<file path="src/sms_pkg.sv">
// ----------------------------------------------------------------------------
// sms_pkg: shared constants, types and helpers
// Sizes, time widths and the controller/datapath command and status words
// of the single machine scheduler.
// ----------------------------------------------------------------------------
package sms_pkg;

  localparam int MAX_TASKS = 64;
  localparam int TIME_BITS = 16;

  localparam int ID_W   = 8;
  localparam int IN_T_W = 16;
  localparam int OUT_T_W = 23;

  localparam int IDX_W = (MAX_TASKS > 1) ? $clog2(MAX_TASKS) : 1;
  localparam int CNT_W = $clog2(MAX_TASKS + 1);

  // r, p and q keep only TIME_BITS bits
  localparam logic [IN_T_W-1:0] TIME_MASK =
    (TIME_BITS >= IN_T_W) ? {IN_T_W{1'b1}} : IN_T_W'((64'd1 << TIME_BITS) - 64'd1);

  localparam logic [OUT_T_W-1:0] OUT_T_MAX = {OUT_T_W{1'b1}};

  // one stored entry: id, r, p, q
  localparam int ENTRY_W = ID_W + 3 * IN_T_W;

  typedef struct packed {
    logic [ID_W-1:0]   id;
    logic [IN_T_W-1:0] rel;
    logic [IN_T_W-1:0] proc;
    logic [IN_T_W-1:0] tail;
  } entry_t;

  typedef struct packed {
    logic store;       // write accepted word into the store
    logic scan_init;   // restart scan, drop candidates
    logic scan_issue;  // read next entry
    logic take_time;   // commit chosen task, advance machine time
    logic emit;        // load the result register
  } cmd_t;

  typedef struct packed {
    logic scan_last;   // entry being read is the last loaded one
    logic last_task;   // next result closes the schedule
    logic out_free;    // result register can take a word this cycle
  } status_t;

  function automatic logic [OUT_T_W-1:0] sat_time(input logic [OUT_T_W:0] v);
    return v[OUT_T_W] ? OUT_T_MAX : v[OUT_T_W-1:0];
  endfunction

endpackage

</file>
<file path="src/sms_if.sv">
// ----------------------------------------------------------------------------
// sms_if: task and result channels
// Valid/ready channels carrying one task word in and one result word out.
// ----------------------------------------------------------------------------
interface sms_task_if;
  import sms_pkg::*;

  logic              valid;
  logic              ready;
  logic [ID_W-1:0]   task_id;
  logic [IN_T_W-1:0] release_time;
  logic [IN_T_W-1:0] processing_time;
  logic [IN_T_W-1:0] tail_time;
  logic              final_task;

  modport source (
    output valid, task_id, release_time, processing_time, tail_time, final_task,
    input  ready
  );
  modport sink (
    input  valid, task_id, release_time, processing_time, tail_time, final_task,
    output ready
  );
endinterface

interface sms_result_if;
  import sms_pkg::*;

  logic               valid;
  logic               ready;
  logic [ID_W-1:0]    scheduled_id;
  logic [OUT_T_W-1:0] finish_time;
  logic [OUT_T_W-1:0] running_cmax;
  logic               schedule_end;

  modport source (
    output valid, scheduled_id, finish_time, running_cmax, schedule_end,
    input  ready
  );
  modport sink (
    input  valid, scheduled_id, finish_time, running_cmax, schedule_end,
    output ready
  );
endinterface

</file>
<file path="src/sms_ram.sv">
// ----------------------------------------------------------------------------
// sms_ram: generic simple dual port RAM
// One write port, one read port, registered read data.
// ----------------------------------------------------------------------------
module sms_ram #(
  parameter int WIDTH = 8,
  parameter int DEPTH = 16
) (
  input  logic                                     clk,
  input  logic                                     we,
  input  logic [((DEPTH > 1) ? $clog2(DEPTH) : 1)-1:0] waddr,
  input  logic [WIDTH-1:0]                         wdata,
  input  logic [((DEPTH > 1) ? $clog2(DEPTH) : 1)-1:0] raddr,
  output logic [WIDTH-1:0]                         rdata
);
  logic [WIDTH-1:0] mem [DEPTH];

  always_ff @(posedge clk) begin
    if (we) begin
      mem[waddr] <= wdata;
    end
    rdata <= mem[raddr];
  end
endmodule

</file>
<file path="src/sms_ctrl.sv">
// ----------------------------------------------------------------------------
// sms_ctrl: scheduler sequencer
// Loads tasks, then per decision runs a full scan of the store, commits the
// chosen task and hands its result to the output register.
// ----------------------------------------------------------------------------
module sms_ctrl (
  input  logic             clk,
  input  logic             rst,
  input  logic             in_valid,
  input  logic             in_final,
  output logic             in_ready,
  input  sms_pkg::status_t status,
  output sms_pkg::cmd_t    cmd
);
  import sms_pkg::*;

  typedef enum logic [5:0] {
    S_LOAD  = 6'b000001,
    S_INIT  = 6'b000010,
    S_SCAN  = 6'b000100,
    S_DRAIN = 6'b001000,
    S_TIME  = 6'b010000,
    S_EMIT  = 6'b100000
  } state_t;

  state_t state, state_next;

  always_ff @(posedge clk) begin
    if (rst) begin
      state <= S_LOAD;
    end else begin
      state <= state_next;
    end
  end

  always_comb begin
    state_next = state;
    cmd        = '0;
    in_ready   = 1'b0;
    unique case (state)
      S_LOAD: begin
        in_ready  = 1'b1;
        cmd.store = in_valid;
        if (in_valid && in_final) begin
          state_next = S_INIT;
        end
      end
      S_INIT: begin
        cmd.scan_init = 1'b1;
        state_next    = S_SCAN;
      end
      S_SCAN: begin
        cmd.scan_issue = 1'b1;
        if (status.scan_last) begin
          state_next = S_DRAIN;
        end
      end
      S_DRAIN: begin
        state_next = S_TIME;
      end
      S_TIME: begin
        cmd.take_time = 1'b1;
        state_next    = S_EMIT;
      end
      S_EMIT: begin
        // hold until the result register frees up
        if (status.out_free) begin
          cmd.emit   = 1'b1;
          state_next = status.last_task ? S_LOAD : S_INIT;
        end
      end
      default: begin
        state_next = S_LOAD;
      end
    endcase
  end
endmodule

</file>
<file path="src/sms_dp.sv">
// ----------------------------------------------------------------------------
// sms_dp: scheduler datapath
// Task store, scheduled flags, scan compare, machine time, Cmax and the
// result register.
// ----------------------------------------------------------------------------
module sms_dp (
  input  logic                       clk,
  input  logic                       rst,
  input  sms_pkg::cmd_t              cmd,
  output sms_pkg::status_t           status,
  input  logic [sms_pkg::ID_W-1:0]   in_id,
  input  logic [sms_pkg::IN_T_W-1:0] in_rel,
  input  logic [sms_pkg::IN_T_W-1:0] in_proc,
  input  logic [sms_pkg::IN_T_W-1:0] in_tail,
  sms_result_if.source               results
);
  import sms_pkg::*;

  logic [CNT_W-1:0]     count;
  logic [CNT_W-1:0]     emitted;
  logic [CNT_W-1:0]     scan_idx;
  logic                 rd_valid;
  logic [IDX_W-1:0]     rd_idx;
  entry_t               wr_entry;
  entry_t               rd_entry;
  logic [ENTRY_W-1:0]   rd_raw;
  logic                 wr_en;

  // scheduled flag per entry, kept in its own RAM beside the store
  logic                 flag_we;
  logic [IDX_W-1:0]     flag_waddr;
  logic                 rd_flag;

  // best ready task: largest q, lowest index
  logic                 best_valid;
  logic [ID_W-1:0]      best_id;
  logic [IN_T_W-1:0]    best_proc;
  logic [IN_T_W-1:0]    best_tail;
  logic [IDX_W-1:0]     best_idx;
  // earliest pending task: smallest r, then largest q, lowest index
  logic                 min_valid;
  logic [IN_T_W-1:0]    min_rel;
  logic [ID_W-1:0]      min_id;
  logic [IN_T_W-1:0]    min_proc;
  logic [IN_T_W-1:0]    min_tail;
  logic [IDX_W-1:0]     min_idx;

  logic [OUT_T_W-1:0]   mtime;
  logic [OUT_T_W-1:0]   cmax;
  logic [ID_W-1:0]      sel_id;
  logic [IN_T_W-1:0]    sel_tail;
  logic [IDX_W-1:0]     sel_idx;

  logic [OUT_T_W-1:0]   time_base;
  logic [IN_T_W-1:0]    time_proc;
  logic [OUT_T_W-1:0]   done;
  logic                 rd_pending;
  logic                 rd_ready;
  logic                 out_valid;

  assign wr_en    = cmd.store && (count < CNT_W'(MAX_TASKS));
  assign wr_entry = '{id: in_id, rel: in_rel & TIME_MASK, proc: in_proc & TIME_MASK,
                      tail: in_tail & TIME_MASK};

  sms_ram #(
    .WIDTH (ENTRY_W),
    .DEPTH (MAX_TASKS)
  ) u_store (
    .clk   (clk),
    .we    (wr_en),
    .waddr (count[IDX_W-1:0]),
    .wdata (wr_entry),
    .raddr (scan_idx[IDX_W-1:0]),
    .rdata (rd_raw)
  );

  // clear the flag when a task is loaded, set it when the task is emitted
  assign flag_we    = wr_en || cmd.emit;
  assign flag_waddr = cmd.emit ? sel_idx : count[IDX_W-1:0];

  sms_ram #(
    .WIDTH (1),
    .DEPTH (MAX_TASKS)
  ) u_flags (
    .clk   (clk),
    .we    (flag_we),
    .waddr (flag_waddr),
    .wdata (cmd.emit),
    .raddr (scan_idx[IDX_W-1:0]),
    .rdata (rd_flag)
  );

  assign rd_entry   = entry_t'(rd_raw);
  assign rd_pending = rd_valid && !rd_flag;
  assign rd_ready   = {{(OUT_T_W-IN_T_W){1'b0}}, rd_entry.rel} <= mtime;

  assign status.scan_last = (scan_idx + CNT_W'(1)) == count;
  assign status.last_task = (emitted + CNT_W'(1)) == count;
  assign status.out_free  = !out_valid || results.ready;

  assign time_base = best_valid ? mtime : {{(OUT_T_W-IN_T_W){1'b0}}, min_rel};
  assign time_proc = best_valid ? best_proc : min_proc;
  assign done      = sat_time({1'b0, mtime} + (OUT_T_W+1)'(sel_tail));

  // store fill and scan sweep
  always_ff @(posedge clk) begin
    if (rst) begin
      count    <= '0;
      scan_idx <= '0;
      rd_valid <= 1'b0;
    end else begin
      if (wr_en) begin
        count <= count + CNT_W'(1);
      end else if (cmd.emit && status.last_task) begin
        count <= '0;
      end
      if (cmd.scan_init) begin
        scan_idx <= '0;
      end else if (cmd.scan_issue) begin
        scan_idx <= scan_idx + CNT_W'(1);
      end
      rd_valid <= cmd.scan_issue;
    end
    rd_idx <= scan_idx[IDX_W-1:0];
  end

  // candidate tracking during the scan
  always_ff @(posedge clk) begin
    if (rst) begin
      best_valid <= 1'b0;
      min_valid  <= 1'b0;
    end else if (cmd.scan_init) begin
      best_valid <= 1'b0;
      min_valid  <= 1'b0;
    end else if (rd_pending) begin
      if (rd_ready && (!best_valid || rd_entry.tail > best_tail)) begin
        best_valid <= 1'b1;
      end
      if (!min_valid || rd_entry.rel < min_rel) begin
        min_valid <= 1'b1;
      end
    end
  end

  always_ff @(posedge clk) begin
    if (rd_pending) begin
      if (rd_ready && (!best_valid || rd_entry.tail > best_tail)) begin
        best_id   <= rd_entry.id;
        best_proc <= rd_entry.proc;
        best_tail <= rd_entry.tail;
        best_idx  <= rd_idx;
      end
      if (!min_valid || rd_entry.rel < min_rel ||
          (rd_entry.rel == min_rel && rd_entry.tail > min_tail)) begin
        min_rel  <= rd_entry.rel;
        min_id   <= rd_entry.id;
        min_proc <= rd_entry.proc;
        min_tail <= rd_entry.tail;
        min_idx  <= rd_idx;
      end
    end
    if (cmd.take_time) begin
      sel_id   <= best_valid ? best_id : min_id;
      sel_tail <= best_valid ? best_tail : min_tail;
      sel_idx  <= best_valid ? best_idx : min_idx;
    end
  end

  // machine time and Cmax; clear everything after the last result
  always_ff @(posedge clk) begin
    if (rst) begin
      mtime   <= '0;
      cmax    <= '0;
      emitted <= '0;
    end else if (cmd.take_time) begin
      mtime <= sat_time({1'b0, time_base} + (OUT_T_W+1)'(time_proc));
    end else if (cmd.emit) begin
      if (status.last_task) begin
        mtime   <= '0;
        cmax    <= '0;
        emitted <= '0;
      end else begin
        cmax    <= (done > cmax) ? done : cmax;
        emitted <= emitted + CNT_W'(1);
      end
    end
  end

  // result register
  always_ff @(posedge clk) begin
    if (rst) begin
      out_valid <= 1'b0;
    end else if (cmd.emit) begin
      out_valid <= 1'b1;
    end else if (results.ready) begin
      out_valid <= 1'b0;
    end
  end

  always_ff @(posedge clk) begin
    if (cmd.emit) begin
      results.scheduled_id <= sel_id;
      results.finish_time  <= mtime;
      results.running_cmax <= (done > cmax) ? done : cmax;
      results.schedule_end <= status.last_task;
    end
  end

  assign results.valid = out_valid;

  // never overwrite a word that has not been taken
  a_emit_free: assert property (@(posedge clk) disable iff (rst)
    cmd.emit |-> status.out_free)
    else $error("result register overwritten");

  // no more results than stored tasks
  a_emit_pending: assert property (@(posedge clk) disable iff (rst)
    cmd.emit |-> (emitted < count))
    else $error("more results than stored tasks");

  // the last result empties the store
  a_clear_after_last: assert property (@(posedge clk) disable iff (rst)
    (cmd.emit && status.last_task) |=> (count == '0 && emitted == '0))
    else $error("store not cleared after schedule end");

  // Cmax covers the finish time of every emitted task
  a_cmax_bound: assert property (@(posedge clk) disable iff (rst)
    out_valid |-> results.running_cmax >= results.finish_time)
    else $error("running Cmax below finish time");

  // a commit always has a candidate
  a_take_has_cand: assert property (@(posedge clk) disable iff (rst)
    cmd.take_time |-> (best_valid || min_valid))
    else $error("commit without candidate");
endmodule

</file>
<file path="src/schrage_single_machine_scheduler.sv">
// ----------------------------------------------------------------------------
// schrage_single_machine_scheduler: Schrage rule scheduler for 1|r,q|Cmax
// Loads a task set, then emits one result word per task in schedule order.
// ----------------------------------------------------------------------------
// Usage:
//   tasks   - valid/ready sink; one task word (id, r, p, q, final_task) is
//             taken per cycle while loading. Up to MAX_TASKS words are kept;
//             further words are dropped. final_task starts scheduling.
//   results - valid/ready source; one word per stored task, in schedule
//             order, schedule_end set on the last (running_cmax is Cmax).
// Timing:
//   Each decision sweeps the whole store through its single read port
//   before it commits a task and emits its result. tasks.ready is low from
//   the final task to the last result. After the last result the store is
//   empty and loading resumes at once.
// Reset: empties the store and returns to loading; no word is pending.
// Stall: a result not taken is held in the output register; the next scan
//   runs on, commits its task and then waits until the register frees up.
// ----------------------------------------------------------------------------
module schrage_single_machine_scheduler (
  input logic          clk,
  input logic          rst,
  sms_task_if.sink     tasks,
  sms_result_if.source results
);
  import sms_pkg::*;

  cmd_t    cmd;
  status_t status;

  sms_ctrl u_ctrl (
    .clk      (clk),
    .rst      (rst),
    .in_valid (tasks.valid),
    .in_final (tasks.final_task),
    .in_ready (tasks.ready),
    .status   (status),
    .cmd      (cmd)
  );

  sms_dp u_dp (
    .clk     (clk),
    .rst     (rst),
    .cmd     (cmd),
    .status  (status),
    .in_id   (tasks.task_id),
    .in_rel  (tasks.release_time),
    .in_proc (tasks.processing_time),
    .in_tail (tasks.tail_time),
    .results (results)
  );
endmodule

</file>
<file path="src/flat_wrapper.sv">
// flat-port wrapper written by rule: the top's interface ports become plain ports
module schrage_single_machine_scheduler_flat import sms_pkg::*;
  (clk, rst, tasks_valid, tasks_task_id, tasks_release_time, tasks_processing_time, tasks_tail_time, tasks_final_task, tasks_ready, results_valid, results_scheduled_id, results_finish_time, results_running_cmax, results_schedule_end, results_ready);
  sms_task_if tasks_i ();
  sms_result_if results_i ();
  input logic clk;
  input logic rst;
  input wire logic [$bits(tasks_i.valid)-1:0] tasks_valid;
  input wire logic [$bits(tasks_i.task_id)-1:0] tasks_task_id;
  input wire logic [$bits(tasks_i.release_time)-1:0] tasks_release_time;
  input wire logic [$bits(tasks_i.processing_time)-1:0] tasks_processing_time;
  input wire logic [$bits(tasks_i.tail_time)-1:0] tasks_tail_time;
  input wire logic [$bits(tasks_i.final_task)-1:0] tasks_final_task;
  output wire logic [$bits(tasks_i.ready)-1:0] tasks_ready;
  output wire logic [$bits(results_i.valid)-1:0] results_valid;
  output wire logic [$bits(results_i.scheduled_id)-1:0] results_scheduled_id;
  output wire logic [$bits(results_i.finish_time)-1:0] results_finish_time;
  output wire logic [$bits(results_i.running_cmax)-1:0] results_running_cmax;
  output wire logic [$bits(results_i.schedule_end)-1:0] results_schedule_end;
  input wire logic [$bits(results_i.ready)-1:0] results_ready;
  assign tasks_i.valid = tasks_valid;
  assign tasks_i.task_id = tasks_task_id;
  assign tasks_i.release_time = tasks_release_time;
  assign tasks_i.processing_time = tasks_processing_time;
  assign tasks_i.tail_time = tasks_tail_time;
  assign tasks_i.final_task = tasks_final_task;
  assign tasks_ready = tasks_i.ready;
  assign results_valid = results_i.valid;
  assign results_scheduled_id = results_i.scheduled_id;
  assign results_finish_time = results_i.finish_time;
  assign results_running_cmax = results_i.running_cmax;
  assign results_schedule_end = results_i.schedule_end;
  assign results_i.ready = results_ready;
  schrage_single_machine_scheduler u_core (.clk(clk), .rst(rst), .tasks(tasks_i), .results(results_i));
endmodule
</file>
<file path="config.mk">
export PLATFORM = sky130hd
export DESIGN_NAME = schrage_single_machine_scheduler_flat
export DESIGN_NICKNAME = d
export VERILOG_FILES = /design/src/sms_pkg.sv /design/src/sms_if.sv /design/src/sms_ram.sv /design/src/sms_ctrl.sv /design/src/sms_dp.sv /design/src/schrage_single_machine_scheduler.sv /design/src/flat_wrapper.sv
export SDC_FILE = /design/constraint.sdc
export NUM_CORES = 2
export LEC_CHECK = 0
export BUFFER_PORTS_ARGS = -buffer_cell sky130_fd_sc_hd__buf_4
export CELL_PAD_IN_SITES_DETAIL_PLACEMENT = 0
export CELL_PAD_IN_SITES_GLOBAL_PLACEMENT = 1
export CORE_MARGIN = 1.5
export CORE_UTILIZATION = 56
export CTS_CLUSTER_DIAMETER = 200
export CTS_CLUSTER_SIZE = 20
export DETAILED_ROUTE_END_ITERATION = 8
export GPL_ROUTABILITY_DRIVEN = 0
export PLACE_DENSITY_LB_ADDON = 0.1
export SLEW_MARGIN = 20
export SYNTH_ARGS = -nofsm -noshare
export SYNTH_HDL_FRONTEND = slang
export SYNTH_SLANG_ARGS = --single-unit
</file>
<file path="constraint.sdc">
create_clock -name clk -period 9.8 [get_ports clk]
set_clock_uncertainty 0.2 [all_clocks]
set_input_delay 0.49 -clock clk [delete_from_list [all_inputs] [get_ports clk]]
set_output_delay 0.49 -clock clk [all_outputs]
set_load 0.1 [all_outputs]
</file>
==> metrics.md <==
| Metric | Value |
|---|---|
| Clock transition at path regs | `90 ps` |
| Pwr Density | `180.7 nW/um^2` |
| Wire length of the first global-routing pass | `560.7 mm` |
| GRT overflow | `0` |
| Dpl ws | `3530 ps` |
| Leakage | `0.04951 uW` |
| Largest family of logic cells by synthesized area | `multiplexers` |
| Largest net degree at the start of global routing | `125` |
| CTS tree | `done` |
| HPWL after detailed placement | `219.9 mm` |
| Mapped cell area | `154,200 um^2` |
| Multiplexer area fraction after synthesis | `17.76%` |
| Crit. End Element | `flop` |
| Synth-to-layout area growth | `8.413%` |
| Slew @ Worst Pin | `1174 ps` |
| Post-Route WL | `401.1 mm` |
| Pins over their slew limit | `0` |
| Post-DRT Antenna Nets | `0` |
| Minimum clock period | `6375 ps` |
| Status | `finished clean` |
| Most common cell after layout, fill and taps aside | `edfxtp_1` |
| Number of core rows | `192` |
| Net count after synthesis | `6,948` |
| Final Cycle Share | `65.05%` |
| Via-to-Cell Ratio | `6.813` |
| Ys flop type | `edfxtp_1` |
| Vias | `73,360` |
| RSZ-0062 raised after global routing | `no` |
| Post-synth cell types | `76` |
| Final core occ | `61.05%` |
| Worst Setup Start Kind | `flop` |
| Nets | `7,195` |
| Synth Instances | `6,763` |
| Fmax | `156.9 MHz` |
| Layout cells sized above 1 | `25.88%` |
| Worst Slack Setup Final | `3425 ps` |
| # clock sinks | `3,981` |
| Die Span Y | `527.8 um` |
| Clk_lat worst skew | `940 ps` |
| TNS Setup | `0 ps` |
| Setup CP Type | `reg2reg` |
| Max incr delay on CP | `720 ps` |
| Maximum VDD drop | `0.0001535 V` |
| Slowest CP cell | `or3_1` |
| Most frequent cells in the layout | `edfxtp_1 (3,841), mux4_2 (1,179), buf_4 (272)` |
| CTS resizes | `0` |
| Area of the core | `273,900 um^2` |
| EDFF count, synth | `3,841` |
| Vias in the first global route | `72,000` |
| MaxCap Viol Count | `0` |
| Storage element area | `118,200 um^2` |
| Compound-gate portion of the synthesized area | `1.492%` |
| Inserted Clock Buffers | `221` |
| Setup-failing EPs final | `0` |
| DRC | `0` |
| Post-Synth Simple-Gate Area | `1.606%` |
| Htree depth | `4` |
| Crit Path Max Fanout | `23` |
| WL per Instance | `37.25 um` |
| Post-synth top area share | `74.79%` |
| Multi-input logic area | `34,740 um^2` |
| Initial antenna violation count | `24` |
| WP data arrival | `7000 ps` |
| Syn Area/Cell | `22.80 um^2` |
| #FFs+latches synth | `3,981` |
| Fillers | `18,750` |
| Critical path required time | `10,430 ps` |
| Area contributors post-synth | `edfxtp_1 (75%), mux4_2 (17%), dfxtp_1 (1.8%), ha_1 (0.99%), nor2_1 (0.53%)` |
| Port buffer count | `117` |
| Hold Fails Final Rpt | `0` |
| Total GRT Usage | `28.94%` |
| HP Class | `reg2reg` |
| IO Pins | `118` |
| Die W | `527.8 um` |
| Root Driver | `clkbuf_16` |
| Post-synthesis adder-cell area fraction | `1.016%` |
| Warnings from Yosys | `0` |
| TritonRoute pass-1 iters | `6` |
| Starting density of the core | `56.31%` |
| Async SR Flop Fraction | `0%` |
| Post-Synth XOR/XNOR Area | `0.3278%` |
| Synth area leader | `edfxtp_1` |
| DIE AREA | `278,500 um^2` |
| Register area share after synthesis | `76.61%` |
| Number of DRC markers in iteration 0 | `10,500` |
| Hold Worst Slack | `223.7 ps` |
| Bufs on Longest Clock Path | `4` |
| Relative slew margins | `21.73%` |
| Crit-path cells | `ha_1 > a211oi_1 > nor2_1 > o31ai_1 > a41o_1 > or3_1 > o21ai_0 > ha_1 > nand3_1 > nor3_1 > nand4_1 > o41ai_1 > o21a_1 > buf_4 > o31ai_2 > buf_4 > a22o_1` |
worst max-delay path: cells and delay by family (launching register included):
kind	cells	cell delay [ps]
AOI/OAI and AO/OA	8	2760
and+or+nand+nor	5	1510
DFF	1	490
adders and majority gates	2	700
buffers and inverters	2	610
registers in the layout, summed over array words and instances (netlist names), 7 cells and up:
name                              count
u_core.u_dp.u_flags.mem              64
u_core.u_dp.best_id                   8
u_core.u_dp.mtime                    23
u_core.u_dp.sel_id                    8
u_core.u_dp.u_store.rdata            56
u_core.u_dp.results.running_cmax     23
u_core.u_dp.best_tail                16
u_core.u_dp.emitted                   7
u_core.u_dp.min_rel                  16
u_core.u_dp.results.scheduled_id      8
u_core.u_dp.count                     7
u_core.u_dp.scan_idx                  7
u_core.u_dp.u_store.mem            3584
u_core.u_dp.min_tail                 16
u_core.u_dp.min_proc                 16
u_core.u_dp.min_id                    8
u_core.u_dp.best_proc                16
u_core.u_dp.cmax                     23
u_core.u_dp.sel_tail                 16
u_core.u_dp.results.finish_time      23
metal layers:
metal  GRT usage, %  wire, um  vias up
met1          42.33    159500    40200
met3          4.211     35050      519
met4          7.879     11830        2
met5              0        15        -
met2          46.33    194700     3648
li1               -         -    28990
timing repair:
action / 4_1_cts / 5_1_grt
setup buffers: 0 / 0
hold endpoints to repair: 3623 / 0
hold buffers: 62 / 0
kinds of logic after synthesis:
group	count (synthesis)
buffers and inverters	435
muxes	1255
xor gates and xnor gates	56
DFF	3981
and+or+nand+nor	544
adders and majority gates	124
AOI/OAI and AO/OA	368
power breakdown:
| part | switching, uW | internal [uW] |
|---|---|---|
| registers | 234 | 18900 |
| clock network | 5300 | 4290 |
| logic | 1010 | 467 |
synthesized netlist by cell type, types with 56 or more instances:
| library cell | n |
|---|---|
| edfxtp_1 | 3841 |
| mux4_2 | 1179 |
| nor2_1 | 217 |
| clkbuf_1 | 175 |
| nand2_1 | 142 |
| dfxtp_1 | 140 |
| o21ai_0 | 128 |
| ha_1 | 122 |
| buf_2 | 111 |
| inv_1 | 103 |
| a21oi_1 | 83 |
| mux2_2 | 56 |
area by class of cell:
type	instances	share of cell area, %
diodes	15	0.02245
well taps	3589	2.686
multi-input cells	2347	20.78
clock buffers	367	3.674
clock inverters	9	0.06436
repair buffers	355	1.857
inverters	104	0.2350
flip-flops and latches	3981	70.68
per-stage QoR:
step | total power, uW | std cells | area (um^2)
global route | 31010 | 10760 | 167200
global placement | 20930 | 10310 | 160200
detailed placement | 20990 | 10310 | 160300
floorplan | 20130 | 6763 | 154200
CTS | 30350 | 10750 | 167100
finish | 30200 | 10770 | 167200
final timing paths:
kind                               from                                   to  slack, ps  cells past startpoint
setup / recovery   u_core.u_dp.mtime[1]                  u_core.u_dp.cmax[2]       3420                     17
hold / removal    u_core.u_dp.sel_id[4]  u_core.u_dp.results.scheduled_id[4]        220                      0
setup reg to reg   u_core.u_dp.mtime[1]                  u_core.u_dp.cmax[2]       3420                     17
hold reg to reg   u_core.u_dp.sel_id[4]  u_core.u_dp.results.scheduled_id[4]        220                      0
Note: power is estimated with default switching activity, not from simulation.
